### src/rtl/kfas_pkg.sv
// Shared types and constants for the keyframe animation sequencer.
// No dependencies; imported by every module of the block.
`default_nettype none

package kfas_pkg;

    localparam int MAX_ANIMATIONS = 16;
    localparam int IDX_W          = $clog2(MAX_ANIMATIONS);
    localparam int FRAME_BITS     = 16;
    localparam int TIME_BITS      = 32;
    localparam int FRAC_W         = 16;
    localparam int PROD_W         = TIME_BITS + FRAME_BITS;
    localparam int CNT_W          = $clog2((FRAME_BITS > FRAC_W) ? FRAME_BITS : FRAC_W);

    localparam int REQ_W  = 3;
    localparam int STAT_W = 2;

    localparam logic [REQ_W-1:0] REQ_TICK     = 3'd0;
    localparam logic [REQ_W-1:0] REQ_DEFINE   = 3'd1;
    localparam logic [REQ_W-1:0] REQ_PLAY     = 3'd2;
    localparam logic [REQ_W-1:0] REQ_QUEUE    = 3'd3;
    localparam logic [REQ_W-1:0] REQ_OVERRIDE = 3'd4;

    localparam logic [STAT_W-1:0] STAT_OK      = 2'd0;
    localparam logic [STAT_W-1:0] STAT_NO_ANIM = 2'd1;
    localparam logic [STAT_W-1:0] STAT_EMPTY   = 2'd2;

    typedef struct packed {
        logic [FRAME_BITS-1:0] ent_first;
        logic [FRAME_BITS-1:0] ent_last;
        logic [TIME_BITS-1:0]  ent_len;
    } t_entry;

    typedef struct packed {
        logic              done;
        logic              step;
        logic [FRAC_W-1:0] acc;
    } t_blend_res;

endpackage

`default_nettype wire

### src/rtl/kfas_entry_table.sv
// Animation table: entry memory with one write and one registered read port,
// plus per-entry valid flags cleared by reset. Depends on kfas_pkg.
`default_nettype none

module kfas_entry_table (
    input  wire                                   i_clk,
    input  wire                                   i_rst_n,
    input  wire                                   i_wr_en,
    input  wire [kfas_pkg::IDX_W-1:0]             i_wr_addr,
    input  wire kfas_pkg::t_entry                 i_wr_data,
    input  wire                                   i_rd_en,
    input  wire [kfas_pkg::IDX_W-1:0]             i_rd_addr,
    output kfas_pkg::t_entry                      o_rd_data,
    output logic [kfas_pkg::MAX_ANIMATIONS-1:0]   o_valid_mask
);
    import kfas_pkg::*;

    t_entry                    r_mem [MAX_ANIMATIONS];
    t_entry                    r_rd_data;
    logic [MAX_ANIMATIONS-1:0] r_valid;

    always_ff @(posedge i_clk) begin
        if (i_wr_en) begin
            r_mem[i_wr_addr] <= i_wr_data;
        end
        if (i_rd_en) begin
            r_rd_data <= r_mem[i_rd_addr];
        end
    end

    always_ff @(posedge i_clk) begin
        if (!i_rst_n) begin
            r_valid <= '0;
        end else if (i_wr_en) begin
            r_valid[i_wr_addr] <= 1'b1;
        end
    end

    assign o_rd_data    = r_rd_data;
    assign o_valid_mask = r_valid;

endmodule

`default_nettype wire

### src/rtl/kfas_blend_unit.sv
// Blend increment unit: bit-serial multiply dt*span, then restoring division
// of (product << 16) by the duration, one quotient bit per cycle. Depends on kfas_pkg.
`default_nettype none

module kfas_blend_unit (
    input  wire                               i_clk,
    input  wire                               i_rst_n,
    input  wire                               i_start,
    input  wire [kfas_pkg::TIME_BITS-1:0]     i_dt,
    input  wire [kfas_pkg::FRAME_BITS-1:0]    i_diff,
    input  wire [kfas_pkg::TIME_BITS-1:0]     i_len,
    input  wire [kfas_pkg::FRAC_W-1:0]        i_acc,
    output kfas_pkg::t_blend_res              o_res
);
    import kfas_pkg::*;

    typedef enum logic [2:0] {U_IDLE, U_MUL, U_CMP, U_DIV, U_SUM} t_ustate;

    t_ustate                r_state;
    logic [TIME_BITS-1:0]   r_dt;
    logic [FRAME_BITS-1:0]  r_diff;
    logic [TIME_BITS-1:0]   r_len;
    logic [FRAC_W-1:0]      r_acc;
    logic [PROD_W-1:0]      r_prod;
    logic [TIME_BITS-1:0]   r_rem;
    logic [FRAC_W-1:0]      r_quo;
    logic [CNT_W-1:0]       r_cnt;
    t_blend_res             r_res;

    logic [PROD_W-1:0]      n_prod;
    logic [TIME_BITS:0]     rem_dbl;
    logic [TIME_BITS:0]     rem_sub;
    logic                   rem_ge;
    logic [FRAC_W:0]        acc_sum;

    // MSB first over the span bits: prod = 2*prod + (bit ? dt : 0)
    always_comb begin
        n_prod  = {r_prod[PROD_W-2:0], 1'b0}
                  + (r_diff[FRAME_BITS-1] ? PROD_W'(r_dt) : '0);
        rem_dbl = {r_rem, 1'b0};
        rem_ge  = rem_dbl >= {1'b0, r_len};
        rem_sub = rem_dbl - {1'b0, r_len};
        acc_sum = {1'b0, r_acc} + {1'b0, r_quo};
    end

    // done is a one-cycle pulse, cleared on the idle cycle after it is raised
    always_ff @(posedge i_clk) begin
        if (!i_rst_n) begin
            r_state    <= U_IDLE;
            r_res.done <= 1'b0;
        end else begin
            unique case (r_state)
                U_IDLE: begin
                    if (i_start) begin
                        r_dt   <= i_dt;
                        r_diff <= i_diff;
                        r_len  <= i_len;
                        r_acc  <= i_acc;
                        r_prod <= '0;
                        r_cnt  <= CNT_W'(FRAME_BITS - 1);
                        if (i_dt == '0) begin
                            r_res <= '{done: 1'b1, step: 1'b0, acc: i_acc};
                        end else if (i_len == '0) begin
                            r_res <= '{done: 1'b1, step: 1'b1, acc: '0};
                        end else begin
                            r_res.done <= 1'b0;
                            r_state    <= U_MUL;
                        end
                    end else begin
                        r_res.done <= 1'b0;
                    end
                end
                U_MUL: begin
                    r_prod <= n_prod;
                    r_diff <= {r_diff[FRAME_BITS-2:0], 1'b0};
                    if (r_cnt == '0) begin
                        r_state <= U_CMP;
                    end else begin
                        r_cnt <= r_cnt - 1'b1;
                    end
                end
                U_CMP: begin
                    // product at or above the duration reaches one outright
                    if (r_prod >= PROD_W'(r_len)) begin
                        r_res   <= '{done: 1'b1, step: 1'b1, acc: '0};
                        r_state <= U_IDLE;
                    end else begin
                        r_rem   <= r_prod[TIME_BITS-1:0];
                        r_quo   <= '0;
                        r_cnt   <= CNT_W'(FRAC_W - 1);
                        r_state <= U_DIV;
                    end
                end
                U_DIV: begin
                    if (rem_ge) begin
                        r_rem <= rem_sub[TIME_BITS-1:0];
                        r_quo <= {r_quo[FRAC_W-2:0], 1'b1};
                    end else begin
                        r_rem <= rem_dbl[TIME_BITS-1:0];
                        r_quo <= {r_quo[FRAC_W-2:0], 1'b0};
                    end
                    if (r_cnt == '0) begin
                        r_state <= U_SUM;
                    end else begin
                        r_cnt <= r_cnt - 1'b1;
                    end
                end
                U_SUM: begin
                    r_res   <= '{done: 1'b1, step: acc_sum[FRAC_W],
                                 acc: acc_sum[FRAC_W-1:0]};
                    r_state <= U_IDLE;
                end
                default: begin
                    r_state <= U_IDLE;
                end
            endcase
        end
    end

    assign o_res = r_res;

endmodule

`default_nettype wire

### src/rtl/keyframe_animation_sequencer_top.sv
// Keyframe animation sequencer top level: request decode and playback state.
// Depends on kfas_pkg, kfas_entry_table and kfas_blend_unit.
`default_nettype none

// One request is handled at a time and each gives exactly one result. A tick goes from
// input transfer to result through decode, a table read, a bit-serial multiply of dt by
// the frame span, a compare, a restoring division by the playing duration, a final add,
// taking up the blend result and loading the output register. A tick with a zero span
// skips the blend unit, with zero dt or zero duration the blend unit answers at once,
// and with a product at or past the duration it skips the division; a step onto a
// queued animation costs one more table read. Define, queue, override, unknown requests
// and a tick on an empty table go from decode to the output register; play of a defined
// entry that is not yet playing adds a table read. The next request can be taken while
// the result sits in the output register, which holds it until the output transfer;
// while it waits, the next result stalls the input.
module keyframe_animation_sequencer_top (
    input  wire                                i_clk,
    input  wire                                i_rst_n,
    input  wire                                i_valid,
    output logic                               o_ready,
    input  wire [kfas_pkg::REQ_W-1:0]          i_req_type,
    input  wire [kfas_pkg::IDX_W-1:0]          i_anim_index,
    input  wire [kfas_pkg::FRAME_BITS-1:0]     i_start_frame,
    input  wire [kfas_pkg::FRAME_BITS-1:0]     i_end_frame,
    input  wire [kfas_pkg::TIME_BITS-1:0]      i_duration_us,
    input  wire [kfas_pkg::TIME_BITS-1:0]      i_dt_us,
    output logic                               o_valid,
    input  wire                                i_ready,
    output logic [kfas_pkg::STAT_W-1:0]        o_status,
    output logic [kfas_pkg::FRAME_BITS-1:0]    o_shown_frame,
    output logic [kfas_pkg::FRAME_BITS-1:0]    o_following_frame,
    output logic [kfas_pkg::FRAC_W-1:0]        o_blend_fraction,
    output logic [kfas_pkg::IDX_W-1:0]         o_playing_entry,
    output logic                               o_frame_stepped
);
    import kfas_pkg::*;

    typedef enum logic [2:0] {
        S_IDLE, S_DECODE, S_RD_PLAY, S_RD_TICK, S_BLEND, S_RD_QUEUE, S_DONE
    } t_state;

    function automatic logic frame_wraps(input logic [FRAME_BITS-1:0] cur,
                                         input logic [FRAME_BITS-1:0] lim);
        frame_wraps = ({1'b0, cur} + 1'b1) > {1'b0, lim};
    endfunction

    t_state                 r_state;
    logic [REQ_W-1:0]       r_req;
    logic [IDX_W-1:0]       r_idx;
    logic [FRAME_BITS-1:0]  r_sf;
    logic [FRAME_BITS-1:0]  r_ef;
    logic [TIME_BITS-1:0]   r_dur;
    logic [TIME_BITS-1:0]   r_dt;
    logic [STAT_W-1:0]      r_status;
    logic                   r_stepped;
    logic [IDX_W-1:0]       r_playing;
    logic [IDX_W-1:0]       r_queued;
    logic                   r_qvalid;
    logic [TIME_BITS-1:0]   r_len;
    logic [FRAME_BITS-1:0]  r_now;
    logic [FRAME_BITS-1:0]  r_next;
    logic [FRAC_W-1:0]      r_blend;

    logic                   r_out_valid;
    logic [STAT_W-1:0]      r_out_status;
    logic [FRAME_BITS-1:0]  r_out_shown;
    logic [FRAME_BITS-1:0]  r_out_follow;
    logic [FRAC_W-1:0]      r_out_blend;
    logic [IDX_W-1:0]       r_out_entry;
    logic                   r_out_stepped;

    logic                   wr_en;
    t_entry                 wr_data;
    logic                   rd_en;
    logic [IDX_W-1:0]       rd_addr;
    t_entry                 rd_data;
    logic [MAX_ANIMATIONS-1:0] valid_mask;
    logic [MAX_ANIMATIONS-1:0] others_mask;
    logic [FRAME_BITS-1:0]  def_last;
    logic [FRAME_BITS-1:0]  cur_diff;
    logic [FRAME_BITS:0]    step_nxt;
    logic                   step_wraps;
    logic                   blend_start;
    t_blend_res             blend_res;

    always_comb begin
        def_last    = (r_ef < r_sf) ? r_sf : r_ef;
        wr_en       = (r_state == S_DECODE) && (r_req == REQ_DEFINE);
        wr_data     = '{ent_first: r_sf, ent_last: def_last, ent_len: r_dur};
        // valid entries other than the one being defined
        others_mask = valid_mask & ~(MAX_ANIMATIONS'(1) << r_idx);
        cur_diff    = rd_data.ent_last - rd_data.ent_first;
        step_nxt    = {1'b0, r_next} + 1'b1;
        step_wraps  = step_nxt > {1'b0, rd_data.ent_last};
        blend_start = (r_state == S_RD_TICK) && (cur_diff != '0);
        rd_addr     = (r_state == S_DECODE)
                      ? ((r_req == REQ_TICK) ? r_playing : r_idx) : r_queued;
        // read data must hold the playing entry until the blend result is used
        rd_en       = ((r_state == S_DECODE) &&
                       ((r_req == REQ_TICK) || (r_req == REQ_PLAY))) ||
                      ((r_state == S_BLEND) && blend_res.done && blend_res.step &&
                       step_wraps && r_qvalid);
    end

    kfas_entry_table u_table (
        .i_clk        (i_clk),
        .i_rst_n      (i_rst_n),
        .i_wr_en      (wr_en),
        .i_wr_addr    (r_idx),
        .i_wr_data    (wr_data),
        .i_rd_en      (rd_en),
        .i_rd_addr    (rd_addr),
        .o_rd_data    (rd_data),
        .o_valid_mask (valid_mask)
    );

    kfas_blend_unit u_blend (
        .i_clk   (i_clk),
        .i_rst_n (i_rst_n),
        .i_start (blend_start),
        .i_dt    (r_dt),
        .i_diff  (cur_diff),
        .i_len   (r_len),
        .i_acc   (r_blend),
        .o_res   (blend_res)
    );

    always_ff @(posedge i_clk) begin
        if (!i_rst_n) begin
            r_state     <= S_IDLE;
            r_playing   <= '0;
            r_queued    <= '0;
            r_qvalid    <= 1'b0;
            r_len       <= '0;
            r_now       <= '0;
            r_next      <= '0;
            r_blend     <= '0;
            r_out_valid <= 1'b0;
        end else begin
            // in S_DONE the output register is reloaded instead
            if (r_out_valid && i_ready && (r_state != S_DONE)) begin
                r_out_valid <= 1'b0;
            end
            unique case (r_state)
                S_IDLE: begin
                    if (i_valid) begin
                        r_req     <= i_req_type;
                        r_idx     <= i_anim_index;
                        r_sf      <= i_start_frame;
                        r_ef      <= i_end_frame;
                        r_dur     <= i_duration_us;
                        r_dt      <= i_dt_us;
                        r_status  <= STAT_OK;
                        r_stepped <= 1'b0;
                        r_state   <= S_DECODE;
                    end
                end
                S_DECODE: begin
                    r_state <= S_DONE;
                    unique case (r_req)
                        REQ_DEFINE: begin
                            // first entry defined starts playing at once
                            if (others_mask == '0) begin
                                r_playing <= r_idx;
                                r_len     <= r_dur;
                                r_now     <= r_sf;
                                r_next    <= frame_wraps(r_sf, def_last) ? r_sf
                                                                         : r_sf + 1'b1;
                                r_blend   <= '0;
                            end
                        end
                        REQ_PLAY: begin
                            if (!valid_mask[r_idx]) begin
                                r_status <= STAT_NO_ANIM;
                            end else if (r_idx != r_playing) begin
                                r_state <= S_RD_PLAY;
                            end
                        end
                        REQ_QUEUE: begin
                            if (!valid_mask[r_idx]) begin
                                r_status <= STAT_NO_ANIM;
                            end else begin
                                r_queued <= r_idx;
                                r_qvalid <= 1'b1;
                            end
                        end
                        REQ_OVERRIDE: begin
                            r_len <= r_dur;
                        end
                        REQ_TICK: begin
                            if (valid_mask == '0) begin
                                r_status <= STAT_EMPTY;
                            end else begin
                                r_state <= S_RD_TICK;
                            end
                        end
                        default: begin
                            r_status <= STAT_OK;
                        end
                    endcase
                end
                S_RD_PLAY: begin
                    r_playing <= r_idx;
                    r_len     <= rd_data.ent_len;
                    r_now     <= rd_data.ent_first;
                    r_next    <= frame_wraps(rd_data.ent_first, rd_data.ent_last)
                                 ? rd_data.ent_first : rd_data.ent_first + 1'b1;
                    r_blend   <= '0;
                    r_qvalid  <= 1'b0;
                    r_state   <= S_DONE;
                end
                S_RD_TICK: begin
                    if (cur_diff == '0) begin
                        r_blend <= '0;
                        r_state <= S_DONE;
                    end else begin
                        r_state <= S_BLEND;
                    end
                end
                S_BLEND: begin
                    if (blend_res.done) begin
                        r_state <= S_DONE;
                        if (blend_res.step) begin
                            r_blend   <= '0;
                            r_stepped <= 1'b1;
                            r_now     <= r_next;
                            if (!step_wraps) begin
                                r_next <= step_nxt[FRAME_BITS-1:0];
                            end else if (r_qvalid) begin
                                r_state <= S_RD_QUEUE;
                            end else begin
                                r_next <= rd_data.ent_first;
                            end
                        end else begin
                            r_blend <= blend_res.acc;
                        end
                    end
                end
                S_RD_QUEUE: begin
                    r_playing <= r_queued;
                    r_len     <= rd_data.ent_len;
                    r_next    <= rd_data.ent_first;
                    r_qvalid  <= 1'b0;
                    r_state   <= S_DONE;
                end
                S_DONE: begin
                    if (!r_out_valid || i_ready) begin
                        r_out_valid   <= 1'b1;
                        r_out_status  <= r_status;
                        r_out_shown   <= r_now;
                        r_out_follow  <= r_next;
                        r_out_blend   <= r_blend;
                        r_out_entry   <= r_playing;
                        r_out_stepped <= r_stepped;
                        r_state       <= S_IDLE;
                    end
                end
                default: begin
                    r_state <= S_IDLE;
                end
            endcase
        end
    end

    assign o_ready           = (r_state == S_IDLE);
    assign o_valid           = r_out_valid;
    assign o_status          = r_out_status;
    assign o_shown_frame     = r_out_shown;
    assign o_following_frame = r_out_follow;
    assign o_blend_fraction  = r_out_blend;
    assign o_playing_entry   = r_out_entry;
    assign o_frame_stepped   = r_out_stepped;

    a_blend_done_in_blend: assert property (@(posedge i_clk) disable iff (!i_rst_n)
        blend_res.done |-> (r_state == S_BLEND))
        else $error("blend result outside blend wait");

    a_queued_is_valid: assert property (@(posedge i_clk) disable iff (!i_rst_n)
        r_qvalid |-> valid_mask[r_queued])
        else $error("queued entry not defined");

    a_playing_is_valid: assert property (@(posedge i_clk) disable iff (!i_rst_n)
        (valid_mask != '0) |-> valid_mask[r_playing])
        else $error("playing entry not defined");

    a_step_clears_blend: assert property (@(posedge i_clk) disable iff (!i_rst_n)
        ((r_state == S_DONE) && r_stepped) |-> (r_blend == '0))
        else $error("frame step left a nonzero blend");

endmodule

`default_nettype wire

### config.mk
export PLATFORM = sky130hd
export DESIGN_NAME = keyframe_animation_sequencer_top
export DESIGN_NICKNAME = d
export VERILOG_FILES = /design/src/rtl/kfas_pkg.sv /design/src/rtl/kfas_entry_table.sv /design/src/rtl/kfas_blend_unit.sv /design/src/rtl/keyframe_animation_sequencer_top.sv
export SDC_FILE = /design/constraint.sdc
export NUM_CORES = 2
export LEC_CHECK = 0
export BUFFER_PORTS_ARGS = -buffer_cell sky130_fd_sc_hd__buf_2
export CAP_MARGIN = 5
export CORE_MARGIN = 2
export CORE_UTILIZATION = 45
export CTS_BUF_LIST = sky130_fd_sc_hd__clkbuf_4 sky130_fd_sc_hd__clkbuf_8 sky130_fd_sc_hd__clkbuf_16
export CTS_CLUSTER_DIAMETER = 100
export DETAILED_ROUTE_END_ITERATION = 6
export GPL_ROUTABILITY_DRIVEN = 0
export PLACE_DENSITY = 0.71
export SKIP_CTS_REPAIR_TIMING = 1
export SLEW_MARGIN = 25
export SYNTH_ARGS = -nofsm -noshare
export SYNTH_HDL_FRONTEND = slang
export SYNTH_SLANG_ARGS = --single-unit
### constraint.sdc
create_clock -name i_clk -period 18.8 [get_ports i_clk]
set_input_delay 1.88 -clock i_clk [delete_from_list [all_inputs] [get_ports i_clk]]
set_output_delay 1.88 -clock i_clk [all_outputs]
set_load 0.1 [all_outputs]
Word-level counts from Yosys, hierarchy flattened
Memory sizes are Yosys's and may differ from the RTL's. A register that Yosys moved wholly into a read port is not among the register bits.
Cells that the tools add are included.
Cells by class
  shift-type cells: 1
  bitwise logic cells: 3
  div/mod/pow operators: 0
  reduce and logical (&&, ||, !) cells: 58
  $mul: 0
  multiplexer cells: 91
  equality and inequality tests: 40
  $lt $le $gt $ge: 8
  add/subtract/negate cells: 10
Operators with widths (count)
  $mux 16: 20
  $pmux 32 s2: 3
  $mux 32: 4
  $pmux 16 s4: 2
  $pmux 48 s2: 1
  $logic_not 32->1: 2
  $pmux 16 s2: 2
  $pmux 18 s3: 1
  $add 16x1->17 const B: 3
  $gt 17x16->1: 3
  $add 48x48->48: 1
  $ge 48x32->1: 1
  $logic_not 16->1: 3
  $mux 48: 1
  $pmux 16 s3: 1
  $mux 18: 2
  $mux 17: 2
  $ge 33x32->1: 1
  $mux 3: 11
  $add 16x1->16 const B: 2
  $sub 32x32->32: 1
  $reduce_and 3->1: 10
  $reduce_and 5->1: 6
  $mux 4: 7
  42 further kinds: 121
Word-level totals
  memories kept: 1
  input port bits: 107
  bits in latches: 0
  bits in read-only memories: 0
  memory bits (writable): 1024
  register bits after elaboration: 487
  output and inout bits: 57
Memory list
  u_table.r_mem: depth 16, width 64, read ports 1, clocked after Yosys merged registers in 1, wr ports 1, line kfas_entry_table.sv:18  | t_entry r_mem [MAX_ANIMATIONS];

Depth between registers and ports, before layout
  word-level depth: 7
  depth in mapped cells: 22
  mapped depth without buffers: 20

Cells and area by module
Synthesis repeated with hierarchy kept, for this count alone.
Second synthesis, totals
  cell total of the unflattened synthesis: 4517
  area total of the unflattened synthesis: 68833.5 µm²
By module, submodules not included
  kfas_entry_table: sequential area each 32991.6 µm², area an instance 40671.5 µm², cells each 1681, times used 1
  keyframe_animation_sequencer_top: sequential area each 6696.4 µm², area an instance 14873.0 µm², cells each 1570, times used 1
  kfas_blend_unit: sequential area each 6476.2 µm², area an instance 13289.0 µm², cells each 1266, times used 1

Least setup slack after synthesis
No wires, ideal clock.
  path type: register to register
  start: register, netlist name u_table.o_rd_data[48]
  end: register u_blend.r_diff[0] (enable)
  library setup time: 0.421 ns
  cell stages (with the launch flop): 12
  setup slack: 6.922 ns
  arrival time: 11.458 ns
  data required time: 18.379 ns
  path through: edfxtp_1 -> ha_1 -> fa_1 -> nor2b_1 -> o211ai_1 -> a211oi_1 -> o2111ai_1 -> a211o_1 -> o2111ai_1 -> nor4_1 -> nor4_1 -> a21o_1
On the way
  cells in the longest elaborated chain, start to end: 5
RTL lines
  $sub 16x16->16: line keyframe_animation_sequencer_top.sv:92  | cur_diff = rd_data.ent_last - rd_data.ent_first;
  $reduce_bool 16->1: line keyframe_animation_sequencer_top.sv:95  | blend_start = (r_state == S_RD_TICK) && (cur_diff != '0);
  $logic_and 1x1->1: line keyframe_animation_sequencer_top.sv:95
  $ne 2x2->1 (no source line)
  $reduce_and 3->1 (no source line)
  end signal, assigned: line kfas_blend_unit.sv:56  | r_diff <= i_diff;
  end signal, assigned: line kfas_blend_unit.sv:75  | r_diff <= {r_diff[FRAME_BITS-2:0], 1'b0};
  end, declared: line kfas_blend_unit.sv:21  | logic [FRAME_BITS-1:0] r_diff;
No other way between the ends.
A chain may end at the register's enable or synchronous reset.

Worst setup path after layout
  start: register r_sf[2]
  end: register r_next[3]
On the way
  cells in the longest elaborated chain, start to end: 7
RTL lines
  start, declared: line keyframe_animation_sequencer_top.sv:50  | logic [FRAME_BITS-1:0] r_sf;
  start signal, assigned: line keyframe_animation_sequencer_top.sv:149  | r_sf <= i_start_frame;
  $lt 16x16->1: line keyframe_animation_sequencer_top.sv:87  | def_last = (r_ef < r_sf) ? r_sf : r_ef;
  $mux 16: line keyframe_animation_sequencer_top.sv:87
  $gt 17x16->1: line keyframe_animation_sequencer_top.sv:44  | frame_wraps = ({1'b0, cur} + 1'b1) > {1'b0, lim};
  $mux 16 (*): line keyframe_animation_sequencer_top.sv:167  | r_next <= frame_wraps(r_sf, def_last) ? r_sf
  $mux 16 (*): line keyframe_animation_sequencer_top.sv:163  | if (others_mask == '0) begin
  $mux 16 (*): line keyframe_animation_sequencer_top.sv:160  | unique case (r_req)
  $pmux 16 s4 (*): line keyframe_animation_sequencer_top.sv:144  | unique case (r_state)
  end signal, assigned: line keyframe_animation_sequencer_top.sv:167
  end signal, assigned: line keyframe_animation_sequencer_top.sv:206  | r_next <= frame_wraps(rd_data.ent_first, rd_data.ent_last)
  end signal, assigned: line keyframe_animation_sequencer_top.sv:228  | r_next <= step_nxt[FRAME_BITS-1:0];
  end, declared: line keyframe_animation_sequencer_top.sv:61  | logic [FRAME_BITS-1:0] r_next;
Every way passes the cells marked *; elsewhere a longest branch is shown, timed or not. The select of a mux whose other input is x is not followed.

==> summary.md <==
| Metric | Value |
|---|---|
| Status | completed |
| Hold Vio Cnt, Final | 0 |
| Fin. max-slew vios | 0 |
| Synth area leaders | edfxtp_1, mux4_2, ha_1, dfxtp_1, mux2i_1 |
| Post-synthesis sequential area ratio | 0.675 |
| Final setup TNS | 0 ps |
| FF+latch area | 46200 sq um |
| Via Count | 40254 |
| Multi-input logic area | 21100 sq um |
| P per Cell Area | 117 nW/um^2 |
| Worst Path Arrival | 6370 ps |
| Synth cell count leaders | edfxtp_1, nor2_1, mux4_2, nand2_1, a21oi_1 |
| Core area | 151000 sq um |
| Clock Latency Late Sink | 810 ps |
| CP max FO | 24 |
| Ys async rst share | 0 |
| DP Worst Slack | 12560 ps |
| Yosys reg bits | 1575 |
| Layout cell share with drive strength beyond 1 | 0.186 |
| Synth Area in Compound Gates | 0.0735 |
| Main combinational cell family by area after synthesis | multiplexers |
| Max-cap violation count | 0 |
| Crit. End Element | register |
| Fin nets | 4885 |
| WS Path Type | register to register |
| Count of different cell masters after synthesis | 94 |
| Vias per cell | 5.97 |
| CTS tree | yes |
| Chip width | 394 um |
| Worst setup margin | 13060 ps |
| DR pass1 iterations | 6 |
| Synth Net Count | 4685 |
| Routed len/inst | 25.4 um |
| Input/output buffers | 163 |
| CTS max path bufs | 3 |
| Yosys warning count | 0 |
| Die ar. | 155000 sq um |
| Routed WL | 171 mm |
| Worst Tran Pin Value | 1080 ps |
| Die H | 394 um |
| DRC violations left | 0 |
| Worst EP required | 19430 ps |
| Mapped Area | 68300 sq um |
| Synth top area share | 0.642 |
| Synth Area in Adders | 0.0365 |
| VDD IR max | 94.8 uV |
| RSZ-0062 raised after global routing | false |
| CTS Buf Count | 156 |
| Mapped Cells | 4381 |
| Initial antenna violation count | 16 |
| Clk_skew | 43.8 ps |
| Reg clk slew, reported paths | 60 ps |
| Remaining Overflow, GRT | 0 |
| Post-Synth XOR/XNOR Area | 0.0191 |
| Gr usage total | 0.219 |
| Syn_area_per_cell | 15.6 sq um |
| Mux contribution to synthesized area | 0.106 |
| Initial core utilization | 0.452 |
| Largest net degree at the start of global routing | 132 |
| First-pass GRT wire length | 255 mm |
| Post-Synth Simple-Gate Area | 0.0709 |
| Area grow syn2layout | 12.9% |
| Final min period | 5740 ps |
| Startpoint Class | register |
| Fmax | 0.174 GHz |
| Antenna Nets Post-Route | 0 |
| Number of global-route vias before repair | 38932 |
| Setup violators final | 0 |
| Hpwl dp | 103 mm |
| Synth area leader | edfxtp_1 |
| Filler cells | 12253 |
| IO Pins | 164 |
| Max-slew headroom | 0.278 |
| Sink Count | 1575 |
| Clk root buf | clkbuf_16 |
| Number of synthesized flops with an enable pin | 1462 |
| Starting DRT DRC Count | 4918 |
| Hold WS | 446 ps |
| Hold crit path type | register to register |
| Row cnt | 143 |
| Ys flop type | edfxtp_1 |
| H-Tree Depth | 4 |
| Count leader, synth | edfxtp_1 |
| P_leak | 26.4 nW |
| Ratio of final minimum period to clock period | 0.306 |
## worst max-delay path, cell delays in order (launching register included)
cell and delay (ps):
edfxtp_1 990, inv_1 110, ha_1 320, a21o_1 160, a21o_1 170, a21o_1 170, a21oi_1 130, o21ai_0 180
a21oi_4 510, buf_16 240, mux2i_1 250, ha_1 290, a21o_1 170, a21o_1 170, a211oi_1 230, o211ai_1 190
a21oi_1 180, buf_4 230, nand2b_1 100, xnor2_1 140, a2111oi_0 530, a21oi_1 110
## cell type report
type | instances | share of cell area
clock buffers | 193 | 0.0551
diodes | 3 | 0.0000973
repair buffers | 254 | 0.0212
well taps | 2030 | 0.0329
inverters | 112 | 0.00545
flip-flops and latches | 1575 | 0.598
multi-input cells | 2482 | 0.274
clock inverters | 95 | 0.0129
## worst paths after layout
path	cells after the start	slack, ps	from	to
setup / recovery	21	13060	r_sf[2]	r_next[3]
hold / removal	0	450	r_now[2]	o_shown_frame[2]
setup reg to reg	21	13060	r_sf[2]	r_next[3]
hold reg to reg	0	450	r_now[2]	o_shown_frame[2]
## cell usage in the layout (no fill, tap or decap), types with 12 or more instances in the layout
master / count
a21o_1: 54
or2_2: 14
nand2b_1: 26
clkbuf_4: 29
clkinv_2: 27
nor2_1: 259
clkbuf_16: 158
or3_1: 17
o211ai_1: 19
nand4_1: 38
edfxtp_1: 1462
xnor2_1: 108
o22ai_1: 22
buf_2: 162
buf_4: 83
nand3_1: 66
and3_1: 38
mux2i_1: 113
o21a_1: 18
a211oi_1: 84
xor2_1: 41
nor2_4: 17
a311oi_1: 38
dfxtp_1: 113
nor4_1: 30
inv_1: 111
bufinv_16: 12
nor2b_1: 76
a31oi_1: 29
o21ai_0: 125
nor3_1: 46
nand2_1: 247
a21oi_1: 219
mux4_2: 261
ha_1: 193
mux2_2: 19
clkinv_1: 25
and2_1: 50
## state kept, by name (all words and copies together), names as in the netlist, 18 cells and up
signal             flops
u_table.r_mem       1024
u_table.o_rd_data     64
u_blend.r_prod        48
r_dt                  32
r_dur                 32
r_len                 32
u_blend.r_dt          32
u_blend.r_len         32
u_blend.r_rem         32
u_blend.o_res         18
## where the power goes
part	leakage (nW)	switching [mW]	internal, mW	total [mW]
clock network	2.60	1.35	1.80	3.15
registers	14.1	0.242	4.10	4.34
logic	9.64	0.957	0.563	1.52
## logic make-up (layout without fill, tap and decap cells)
kind of cell,after synthesis,count (layout)
simple gates,987,987
other cells,0,3
xor+xnor,149,149
mux,393,393
buf+inv,324,654
fa+ha+maj,197,197
flops,1575,1575
compound gates,756,756
## stage by stage
stage	std cells	power (mW)	area (sq um)	utilization
2_1_floorplan	4381	5.38	68300	-
3_3_place_gp	6448	5.87	71800	0.474
3_5_place_dp	6450	5.90	71800	0.474
4_1_cts	6738	9.04	77100	0.509
5_1_grt	6743	9.33	77200	0.510
6_report	6744	9.02	77200	0.510
## routing by layer
metal	part of all wire	vias up	track usage	wire, um
met5	0.00064	-	0	109
met2	0.47	1873	0.341	79800
li1	-	17639	-	-
met1	0.42	20437	0.316	72700
met4	0.026	16	0.0658	4500
met3	0.084	289	0.0377	14400
Power figures use the tool's default switching activity.
